--- src/rtl/lsb_pkg.sv ---
// lsb_pkg: shared types and constants for the lidar scan binner.
// No dependencies; imported by every module under rtl/.
package lsb_pkg;

    localparam int          NUM_BINS_DEFAULT = 180;
    localparam logic [7:0]  SYNC_BYTE        = 8'd165;
    localparam logic [2:0]  HEADER_LAST      = 3'd4;
    localparam logic [2:0]  SAMPLE_LEN       = 3'd5;
    localparam logic [7:0]  GAP_MAX          = 8'd255;
    localparam logic [7:0]  MIN_GAP_RESET    = 8'd10;

    typedef enum logic {CMD_STREAM = 1'b0, CMD_READ = 1'b1} cmd_t;
    typedef enum logic {KIND_SAMPLE = 1'b0, KIND_BIN = 1'b1} kind_t;
    typedef enum logic {PH_HEADER = 1'b0, PH_PAYLOAD = 1'b1} phase_t;

    typedef struct packed {
        logic [5:0]  quality;
        logic [13:0] distance;
    } bin_t;

    // one result candidate travelling from the parser to the bin store
    typedef struct packed {
        kind_t       kind;
        logic [5:0]  quality;
        logic [8:0]  angle;
        logic [13:0] distance;
        logic        rot_start;
        logic        scan_ready;
        logic        oor;
        logic [7:0]  idx;
    } op_t;

endpackage

--- src/rtl/lsb_parser.sv ---
// lsb_parser: frame parser, sample decode and rotation tracking.
// Depends on lsb_pkg.
module lsb_parser #(
    parameter int NUM_BINS = lsb_pkg::NUM_BINS_DEFAULT
) (
    input  logic             clk,
    input  logic             rst_n,
    input  logic             en,
    input  logic             a_vld,
    input  lsb_pkg::cmd_t    cmd,
    input  logic [7:0]       link_byte,
    input  logic [7:0]       bin_index,
    input  logic [7:0]       min_gap,
    output logic             op_vld,
    output lsb_pkg::op_t     op
);
    import lsb_pkg::*;

    localparam logic [8:0] NB = 9'(NUM_BINS);

    phase_t      phase_reg, phase_next;
    logic [2:0]  pos_reg, pos_next, pos_inc;
    logic        sync_reg, sync_next;
    logic [23:0] rem_reg, rem_next;
    logic [7:0]  pb_reg [SAMPLE_LEN];
    logic [7:0]  pb_next [SAMPLE_LEN];
    logic [7:0]  pb_view [SAMPLE_LEN];
    logic [7:0]  gap_reg, gap_next;
    logic        seen_reg, seen_next;
    logic        step, decode, adv, start, ready;
    logic [8:0]  ang;

    assign step = en && a_vld && (cmd == CMD_STREAM);

    always_comb
    begin
        phase_next = phase_reg;
        pos_next   = pos_reg;
        pos_inc    = pos_reg;
        sync_next  = sync_reg;
        rem_next   = rem_reg;
        pb_next    = pb_reg;
        pb_view    = pb_reg;
        gap_next   = gap_reg;
        seen_next  = seen_reg;
        decode     = 1'b0;
        adv        = 1'b0;
        ready      = 1'b0;
        if (phase_reg == PH_PAYLOAD && pos_reg < SAMPLE_LEN)
        begin
            pb_view[pos_reg] = link_byte;
        end
        ang   = {pb_view[2], pb_view[1][7]};
        start = (ang == 9'd0) && (gap_reg > min_gap);
        if (step)
        begin
            if (phase_reg == PH_HEADER)
            begin
                if (pos_reg == 3'd0)
                begin
                    sync_next = (link_byte == SYNC_BYTE);
                end
                else if (pos_reg == 3'd2)
                begin
                    rem_next = {16'd0, link_byte};
                end
                else if (pos_reg > 3'd2)
                begin
                    rem_next = {rem_reg[15:0], link_byte};
                end
                if (pos_reg < HEADER_LAST)
                begin
                    pos_next = pos_reg + 3'd1;
                end
                else
                begin
                    pos_next = 3'd0;
                    if (!sync_reg || rem_next == 24'd0)
                    begin
                        adv = 1'b1;
                    end
                    else
                    begin
                        phase_next = PH_PAYLOAD;
                    end
                end
            end
            else
            begin
                if (pos_reg < SAMPLE_LEN)
                begin
                    pb_next[pos_reg] = link_byte;
                    pos_inc = pos_reg + 3'd1;
                end
                rem_next = rem_reg - 24'd1;
                if (rem_next == 24'd0)
                begin
                    phase_next = PH_HEADER;
                    pos_next   = 3'd0;
                    if (pos_inc < SAMPLE_LEN)
                    begin
                        adv = 1'b1;
                    end
                    else
                    begin
                        decode = 1'b1;
                    end
                end
                else
                begin
                    pos_next = pos_inc;
                end
            end
        end
        if (decode)
        begin
            if (start)
            begin
                gap_next  = 8'd0;
                seen_next = 1'b1;
                ready     = seen_reg;
            end
            else
            begin
                adv = 1'b1;
            end
        end
        if (adv && gap_reg != GAP_MAX)
        begin
            gap_next = gap_reg + 8'd1;
        end
    end

    always_comb
    begin
        op_vld = a_vld && ((cmd == CMD_READ) || decode);
        if (cmd == CMD_READ)
        begin
            op.kind       = KIND_BIN;
            op.quality    = 6'd0;
            op.angle      = 9'd0;
            op.distance   = 14'd0;
            op.rot_start  = 1'b0;
            op.scan_ready = 1'b0;
            op.idx        = bin_index;
            op.oor        = ({1'b0, bin_index} >= NB);
        end
        else
        begin
            op.kind       = KIND_SAMPLE;
            op.quality    = pb_view[0][7:2];
            op.angle      = ang;
            op.distance   = {pb_view[4], pb_view[3][7:2]};
            op.rot_start  = start;
            op.scan_ready = ready;
            op.idx        = ang[8:1];
            op.oor        = ({1'b0, ang[8:1]} >= NB);
        end
    end

    always_ff @(posedge clk or negedge rst_n)
    begin
        if (!rst_n)
        begin
            phase_reg <= PH_HEADER;
            pos_reg   <= 3'd0;
            sync_reg  <= 1'b0;
            rem_reg   <= 24'd0;
            gap_reg   <= GAP_MAX;
            seen_reg  <= 1'b0;
        end
        else
        begin
            phase_reg <= phase_next;
            pos_reg   <= pos_next;
            sync_reg  <= sync_next;
            rem_reg   <= rem_next;
            gap_reg   <= gap_next;
            seen_reg  <= seen_next;
        end
    end

    always_ff @(posedge clk)
    begin
        pb_reg <= pb_next;
    end

    a_payload_nonzero: assert property (@(posedge clk) disable iff (!rst_n)
        phase_reg == PH_PAYLOAD |-> rem_reg != 24'd0)
        else $error("payload phase with nothing left to consume");

    a_header_pos: assert property (@(posedge clk) disable iff (!rst_n)
        phase_reg == PH_HEADER |-> pos_reg <= HEADER_LAST)
        else $error("header byte position past end of header");

    a_start_clears_gap: assert property (@(posedge clk) disable iff (!rst_n)
        op_vld && en && op.kind == KIND_SAMPLE && op.rot_start |=> gap_reg == 8'd0)
        else $error("rotation start did not restart gap counter");

endmodule

--- src/rtl/lsb_bin_store.sv ---
// lsb_bin_store: angular bin memory with valid bits, read-modify-write and bin reads.
// Depends on lsb_pkg.
module lsb_bin_store #(
    parameter int NUM_BINS = lsb_pkg::NUM_BINS_DEFAULT
) (
    input  logic             clk,
    input  logic             rst_n,
    input  logic             en,
    input  logic             op_vld,
    input  lsb_pkg::op_t     op,
    output logic             res_vld,
    output lsb_pkg::op_t     res
);
    import lsb_pkg::*;

    localparam int AW = (NUM_BINS > 1) ? $clog2(NUM_BINS) : 1;

    bin_t              mem [NUM_BINS];
    bin_t              rd_reg;
    logic              b_vld_reg;
    op_t               b_op_reg;
    logic [NUM_BINS-1:0] valid_reg, valid_next;
    logic              fwd_vld_reg;
    logic [AW-1:0]     fwd_addr_reg;
    bin_t              fwd_data_reg;
    logic [AW-1:0]     a_addr, b_addr;
    bin_t              cur, eff, wdata;
    logic              we;

    assign a_addr = op.oor ? '0 : op.idx[AW-1:0];
    assign b_addr = b_op_reg.oor ? '0 : b_op_reg.idx[AW-1:0];

    always_comb
    begin
        if (fwd_vld_reg && fwd_addr_reg == b_addr)
        begin
            cur = fwd_data_reg;
        end
        else if (valid_reg[b_addr])
        begin
            cur = rd_reg;
        end
        else
        begin
            cur = '0;
        end
        eff = b_op_reg.rot_start ? '0 : cur;
        wdata.quality  = b_op_reg.quality;
        wdata.distance = b_op_reg.distance;
        we = en && b_vld_reg && (b_op_reg.kind == KIND_SAMPLE) && !b_op_reg.oor
            && (b_op_reg.quality > eff.quality);
        valid_next = valid_reg;
        if (b_vld_reg && b_op_reg.kind == KIND_SAMPLE && b_op_reg.rot_start)
        begin
            valid_next = '0;
        end
        if (we)
        begin
            valid_next[b_addr] = 1'b1;
        end
        res_vld = b_vld_reg;
        res     = b_op_reg;
        if (b_op_reg.kind == KIND_BIN)
        begin
            res.quality  = b_op_reg.oor ? 6'd0 : cur.quality;
            res.distance = b_op_reg.oor ? 14'd0 : cur.distance;
        end
    end

    always_ff @(posedge clk)
    begin
        if (we)
        begin
            mem[b_addr] <= wdata;
        end
        if (en)
        begin
            rd_reg       <= mem[a_addr];
            b_op_reg     <= op;
            fwd_addr_reg <= b_addr;
            fwd_data_reg <= wdata;
        end
    end

    always_ff @(posedge clk or negedge rst_n)
    begin
        if (!rst_n)
        begin
            b_vld_reg   <= 1'b0;
            valid_reg   <= '0;
            fwd_vld_reg <= 1'b0;
        end
        else if (en)
        begin
            b_vld_reg   <= op_vld;
            fwd_vld_reg <= we;
            valid_reg   <= valid_next;
        end
    end

    a_clear_leaves_one: assert property (@(posedge clk) disable iff (!rst_n)
        en && b_vld_reg && b_op_reg.kind == KIND_SAMPLE && b_op_reg.rot_start
        |=> $countones(valid_reg) <= 1)
        else $error("bins not cleared on rotation start");

    a_oor_read_zero: assert property (@(posedge clk) disable iff (!rst_n)
        res_vld && res.kind == KIND_BIN && res.oor
        |-> res.quality == 6'd0 && res.distance == 14'd0)
        else $error("out-of-range bin read returned data");

    a_no_oor_write: assert property (@(posedge clk) disable iff (!rst_n)
        we |-> !b_op_reg.oor && b_op_reg.kind == KIND_SAMPLE)
        else $error("bin write for an unbinned item");

endmodule

--- src/rtl/lidar_scan_binner_unit.sv ---
// lidar_scan_binner_unit: top level of the lidar angular binner.
// Depends on lsb_pkg, lsb_parser, lsb_bin_store.
//
//  channel   dir  handshake                       payload
//  s_axis    in   s_axis_tvalid / s_axis_tready   tuser command; tdata link_byte, bin_index
//  m_axis    out  m_axis_tvalid / m_axis_tready   tuser kind; tdata sample or bin fields
//  cfg       in   cfg_valid / cfg_ready           cfg_data min_gap
//
// One item per cycle while the output is not held; a result passes the input register,
// the bin memory read register and the output register in that order.
// Reset clears the parser and all bin valid bits at once, no clearing pass; gap set to max.
// A held output stalls all three stages together; cfg is always ready.
module lidar_scan_binner_unit #(
    parameter int NUM_BINS = lsb_pkg::NUM_BINS_DEFAULT
) (
    input  logic        clk,
    input  logic        rst_n,
    input  logic        s_axis_tvalid,
    output logic        s_axis_tready,
    input  logic [15:0] s_axis_tdata,   // link_byte[7:0], bin_index[15:8]
    input  logic        s_axis_tuser,   // command
    output logic        m_axis_tvalid,
    input  logic        m_axis_tready,
    output logic [31:0] m_axis_tdata,   // quality[5:0], angle_deg[14:6], distance[28:15],
                                        // rotation_start[29], scan_ready[30],
                                        // angle_out_of_range[31]
    output logic        m_axis_tuser,   // kind
    input  logic        cfg_valid,
    output logic        cfg_ready,
    input  logic [7:0]  cfg_data        // min_gap
);
    import lsb_pkg::*;

    logic        en;
    logic        a_vld_reg;
    cmd_t        a_cmd_reg;
    logic [7:0]  a_byte_reg;
    logic [7:0]  a_bin_reg;
    logic [7:0]  min_gap_reg;
    logic        op_vld;
    op_t         op;
    logic        res_vld;
    op_t         res;
    logic        out_vld_reg;
    op_t         out_reg;

    assign en            = !out_vld_reg || m_axis_tready;
    assign s_axis_tready = en;
    assign cfg_ready     = 1'b1;

    always_ff @(posedge clk or negedge rst_n)
    begin
        if (!rst_n)
        begin
            a_vld_reg   <= 1'b0;
            out_vld_reg <= 1'b0;
            min_gap_reg <= MIN_GAP_RESET;
        end
        else
        begin
            if (en)
            begin
                a_vld_reg   <= s_axis_tvalid;
                out_vld_reg <= res_vld;
            end
            if (cfg_valid)
            begin
                min_gap_reg <= cfg_data;
            end
        end
    end

    always_ff @(posedge clk)
    begin
        if (en)
        begin
            a_cmd_reg  <= cmd_t'(s_axis_tuser);
            a_byte_reg <= s_axis_tdata[7:0];
            a_bin_reg  <= s_axis_tdata[15:8];
            out_reg    <= res;
        end
    end

    lsb_parser #(
        .NUM_BINS (NUM_BINS)
    ) u_parser (
        .clk       (clk),
        .rst_n     (rst_n),
        .en        (en),
        .a_vld     (a_vld_reg),
        .cmd       (a_cmd_reg),
        .link_byte (a_byte_reg),
        .bin_index (a_bin_reg),
        .min_gap   (min_gap_reg),
        .op_vld    (op_vld),
        .op        (op)
    );

    lsb_bin_store #(
        .NUM_BINS (NUM_BINS)
    ) u_store (
        .clk     (clk),
        .rst_n   (rst_n),
        .en      (en),
        .op_vld  (op_vld),
        .op      (op),
        .res_vld (res_vld),
        .res     (res)
    );

    assign m_axis_tvalid = out_vld_reg;
    assign m_axis_tuser  = out_reg.kind;
    assign m_axis_tdata  = {out_reg.oor, out_reg.scan_ready, out_reg.rot_start,
                            out_reg.distance, out_reg.angle, out_reg.quality};

    a_start_angle_zero: assert property (@(posedge clk) disable iff (!rst_n)
        out_vld_reg && out_reg.rot_start |-> out_reg.angle == 9'd0 && out_reg.kind == KIND_SAMPLE)
        else $error("rotation start on a non-zero angle");

    a_ready_needs_start: assert property (@(posedge clk) disable iff (!rst_n)
        out_vld_reg && out_reg.scan_ready |-> out_reg.rot_start)
        else $error("scan ready without rotation start");

    a_read_flags_clear: assert property (@(posedge clk) disable iff (!rst_n)
        out_vld_reg && out_reg.kind == KIND_BIN |-> !out_reg.rot_start && out_reg.angle == 9'd0)
        else $error("bin read carries sample flags");

endmodule

--- config.mk ---
export PLATFORM = sky130hd
export DESIGN_NAME = lidar_scan_binner_unit
export DESIGN_NICKNAME = d
export VERILOG_FILES = /design/src/rtl/lsb_pkg.sv /design/src/rtl/lsb_parser.sv /design/src/rtl/lsb_bin_store.sv /design/src/rtl/lidar_scan_binner_unit.sv
export SDC_FILE = /design/constraint.sdc
export NUM_CORES = 2
export LEC_CHECK = 0
export ABC_CLOCK_PERIOD_IN_PS = 6900
export BUFFER_PORTS_ARGS = -buffer_cell sky130_fd_sc_hd__buf_2
export CAP_MARGIN = 10
export CORE_MARGIN = 4
export CORE_UTILIZATION = 49
export DETAILED_ROUTE_END_ITERATION = 7
export HOLD_SLACK_MARGIN = 0.05
export PLACE_DENSITY = 0.75
export SYNTH_ARGS = -nofsm -noshare
export SYNTH_HDL_FRONTEND = slang
export SYNTH_HIERARCHICAL = 1
export SYNTH_SLANG_ARGS = --single-unit
--- constraint.sdc ---
create_clock -name clk -period 6.9 [get_ports clk]
set_input_delay 0.69 -clock clk [delete_from_list [all_inputs] [get_ports clk]]
set_output_delay 0.69 -clock clk [all_outputs]
set_load 0.02 [all_outputs]
# Yosys cells after proc, flatten, opt, wreduce, memory -nomap -nowiden
# Memory sizes are Yosys's and may differ from the RTL's. A register that Yosys moved wholly into a read port is not among the register bits.
# Cells that the tools add are included.
[totals]
in_bits = 30
output_inout_bits = 36
reg_bits = 389
ramBits = 3600
elab_cells = 152
memories = 1
[memory_table]
columns = ["memory", "words", "width", "read_ports", "rd_clocked_by_memory_dff", "write_ports", "line", "text"]
rows = [
  ["u_store.mem", 180, 20, 1, 1, 1, "lsb_bin_store.sv:18", "bin_t mem [NUM_BINS];"],
]
[classes]
n_reduce_logical = 32
addsub = 3
muxes = 55
bitwise = 7
n_lt_le_gt_ge = 12
eq_ne = 4
[ops]
columns = ["operator", "n"]
rows = [
  ["$mux 180", 2],
  ["$or 180x180->180", 1],
  ["$mux 24", 6],
  ["$mux 20", 3],
  ["$logic_not 24->1", 2],
  ["$mux 8", 6],
  ["$mux 41", 1],
  ["$bwmux 40", 1],
  ["$mux 40", 1],
  ["$mux 14", 2],
  ["$demux 8 s3", 1],
  ["$sub 24x1->24 const B", 1],
  ["$mux 1", 22],
  ["$mux 3", 6],
  ["$ge 8x8->1 const B", 2],
  ["$logic_and 1x1->1", 15],
  ["$mux 6", 2],
  ["$logic_not 9->1", 1],
  ["$lt 3x3->1 const B", 3],
  ["$lt 8x9->1 const B", 1],
  ["$add 8x1->8 const B", 1],
  ["$bmux 1 s8", 1],
  ["$demux 1 s8", 1],
  ["$eq 8x8->1", 1],
  ["other kinds (19)", 30],
]

# Longest topological paths before layout
[depth]
ltp_word = 17
ltp_mapped = 23
mapped_depth_nobuf = 19

# By module
# The synthesis kept the hierarchy.
[by_module_without_submodules]
columns = ["module", "seq_area_each_um2", "cells_each", "area_each_um2", "n_inst"]
rows = [
  ["lsb_bin_store", 115330.6, 8895, 151929.5, 1],
  ["lsb_parser", 1831.8, 616, 5446.5, 1],
  ["lidar_scan_binner_unit", 1754.2, 74, 1931.9, 1],
]

# Worst setup path before layout
# Ideal clock, no wire load.
[synth_timing]
path_type = "register -> register"
start = "register u_store/b_op_reg[34] (netlist bit)"
end = "memory u_store/mem[22][0] (netlist bit), enable pin"
t_arrival_ns = 5.199
required_time_ns = 6.503
path_buffers = 2
stages_incl_launch_ff = 13
path_slack_ns = 1.304
period_less_slack_ns = 5.596
path_cell_list = "edfxtp_1 > inv_1 > ha_1 > nor2b_1 > o21a_1 > o21a_1 > o21a_1 > o21ai_0 > a21oi_1 > clkbuf_1 > nand3_1 > clkbuf_1 > nor2_1"
[synth_between]
elab_chain_len = 4
[synth_rtl]
columns = ["element", "line", "text"]
rows = [
  ["start, declared", "lsb_bin_store.sv:21", "op_t b_op_reg;"],
  ["start signal, assigned", "lsb_bin_store.sv:79", "b_op_reg <= op;"],
  ["$gt 6x6->1", "lsb_bin_store.sv:51", "&& (b_op_reg.quality > eff.quality);"],
  ["$logic_and 1x1->1", "lsb_bin_store.sv:51", ""],
  ["$mux 1", "lsb_bin_store.sv:72", "if (we)"],
  ["$mux 1 (not written as such)", "lsb_bin_store.sv:74", "mem[b_addr] <= wdata;"],
  ["end, declared", "lsb_bin_store.sv:18", ""],
]
# Every way passes these cells.

==> Flow_metrics.wiki <==
{| class="wikitable"
! Metric !! Value
|-
| Via count of the first global-routing pass || between 90000 and 100k
|-
| Yosys warns || 6
|-
| Clock-pin slew reported for the worst setup and hold paths after clock tree synthesis || 60 ps
|-
| Area of the core || 0.324 mm^2
|-
| Initial antenna violation count || 35
|-
| Wire length after detailed routing || 483000 um
|-
| Die Footprint || around 0.33 mm^2
|-
| Max FFs per register || 3600
|-
| First-pass GRT wire length || a little under 700000 um
|-
| Quantity of I/O buffers inserted on ports || 64
|-
| Post-DP Area || ~0.17 mm^2
|-
| Max-cap violations || 1
|-
| Worst setup SP type || register
|-
| Clock Sink Count || 3998
|-
| Maximum achievable frequency || 154 MHz
|-
| Boundary pin count || 66
|-
| Worst Setup End Kind || register
|-
| Max clock buf depth || 4
|-
| P_leak || 0.0581 uW
|-
| Total nets after synthesis || 9628
|-
| Power density cells || 364 mW/mm^2
|-
| Period Utilization, post-route || 94.3%
|-
| Horizontal extent of the die || 578 um
|-
| Core utilization of the finished layout || 55.6%
|-
| Worst Path Arrival || 7230 ps
|-
| Count of standard-cell rows || 209
|-
| Number of cells upsized or downsized after cts || 0
|-
| Cell count after synthesis || 9577
|-
| Clock tree from TritonCTS || yes
|-
| Failing checks || max-capacitance violations, max-slew violations
|-
| Commonest cells after routing, fill and taps aside || sky130_fd_sc_hd__edfxtp_1, sky130_fd_sc_hd__nand2_1, sky130_fd_sc_hd__o21ai_0
|-
| Slew Viols, Final || about 230
|-
| Number of buffers added by the clock tree synthesis step || ~380
|-
| Detailed placer's ending HPWL || between 200000 and 300000 um
|-
| Area of all placed cells without fillers || 0.180 mm^2
|-
| Count of final setup violators || 0
|-
| Routed wirelength normalized by instance count || 33.4 um
|-
| Clock latency reported for the late side of the worst-skew pair || 990 ps
|-
| Starting density of the core || 49.2%
|-
| Peak supply drop || 0.246 mV
|-
| Transition time of the tightest slew-check pin || 1720 ps
|-
| Number of nets in the layout || 9858
|-
| Placer's final routability congestion estimate || 0.996
|-
| Worst-case hold slack || 154 ps
|-
| Unrepaired setup endpoints after global routing || no
|-
| Status || finished with violations
|-
| Mean instance size in the synthesized netlist || roughly 17 um^2
|-
| Area Overhead vs Synth || 13.1%
|-
| CP Class || register to register
|-
| DRT antenna net count || 0
|-
| Detailed router's first-iteration violation count || 17051
|-
| Share of layout cells above drive strength 1 || 19.7%
|-
| Routed via count divided by cell count || 6.75
|-
| First drt pass iteration count || 7
|-
| # H-tree levels || 5
|-
| Final clock skew || 77.2 ps
|-
| Maximum number of pins on one net before global-route repair || 184
|-
| Remaining Overflow, GRT || 0
|-
| Data required time at the worst endpoint || ~7600 ps
|-
| Cell area after synthesis || 0.159 mm^2
|-
| Count of unresolved DRC violations after routing || 0
|-
| Headroom to the max-slew limit || -14.4%
|-
| Minimum clock period after layout || 6510 ps
|-
| Clock root buffer || sky130_fd_sc_hd__clkbuf_16
|-
| Sum of negative setup slack || 0 ps
|-
| Chip Height || around 580 um
|-
| Number of failing hold endpoints at the final stage || 0
|-
| Most common library cell in the layout ignoring fill and taps || sky130_fd_sc_hd__edfxtp_1
|-
| Class of the worst hold path || primary input to register
|-
| Vias post-DR || 97625
|-
| Largest fanout on the critical path || 37
|-
| Aggregate global-route resource usage || between 20% and 30%
|}
==> cell type report <==
cell class                      instances  area (um^2)
Sequential cell                      3998       119000
Multi-Input combinational cell       4793        37200
Timing Repair Buffer                  583         5390
Clock buffer                          451         9960
Clock inverter                        253         2940
Inverter                               47          191
Tap cell                             4325         5410
Antenna cell                           18         45.0
Fill cell                           23695       144000
==> critical path, stage by stage (launching register included) <==
cell and delay (ps):
sky130_fd_sc_hd__dfrtp_1 350, sky130_fd_sc_hd__buf_4 370, sky130_fd_sc_hd__and2_1 330, sky130_fd_sc_hd__buf_4 410, sky130_fd_sc_hd__mux2i_1 130, sky130_fd_sc_hd__nor2_1 140
sky130_fd_sc_hd__a21o_1 530, sky130_fd_sc_hd__nand2b_4 420, sky130_fd_sc_hd__buf_4 400, sky130_fd_sc_hd__nor2_1 740, sky130_fd_sc_hd__a221oi_1 230, sky130_fd_sc_hd__nand3_1 290
sky130_fd_sc_hd__nand3_1 240, sky130_fd_sc_hd__nor3_1 1080, sky130_fd_sc_hd__o2111ai_1 270, sky130_fd_sc_hd__and3_1 250
==> through the flow <==
step | total power (uW) | std cells | worst slack, ps
global placement | 43400 | 13712 | 519
finish | 65500 | 14468 | 391
detailed placement | 43700 | 13714 | 641
global route | 67000 | 14452 | 326
floorplan | 37500 | 9577 | 1300
CTS | 64900 | 14445 | 642
==> layer usage <==
metal	vias to the layer above	part of all wire, %	track usage, %
met4	22	6.0	13.8
li1	38933	-	-
met2	8087	45	43.0
met5	-	0.045	0
met1	49144	34	37.3
met3	1439	15	9.15
==> worst paths after layout <==
kind	endpoint	cells after the start	slack [ps]	start
min in group asynchronous	u_parser/rem_reg[23]$_DFFE_PN0P_	2	220	rst_n
max in group asynchronous	u_store/valid_reg[56]$_DFFE_PN0P_	3	5260	rst_n
hold / removal	min_gap_reg[1]$_DFFE_PN1P_	2	150	cfg_valid
hold reg to reg	m_axis_tdata[9]$_DFFE_PP_	0	420	u_store/res[28]$_DFFE_PP_
setup reg to reg	u_store/rd_reg[7]$_DFFE_PP_	15	390	u_parser/phase_reg$_DFFE_PN0P_
setup / recovery	u_store/rd_reg[7]$_DFFE_PP_	15	390	u_parser/phase_reg$_DFFE_PN0P_
==> report_power, final <==
group / internal [uW] / leakage (uW) / switching (uW)
logic: 4190 / 0.0143 / 10700
clock network: 12200 / 0.00624 / 9370
registers: 28600 / 0.0376 / 559
total: 44900 / 0.0581 / 20600
==> timing repair <==
item                                    in CTS  in global routing
endpoints found under the setup margin       0                  0
hold buffers                                27                  0
buffers inserted                             0                  0
endpoints found under the hold margin       75                  0
No activity file was read; power rests on OpenSTA's default activity.
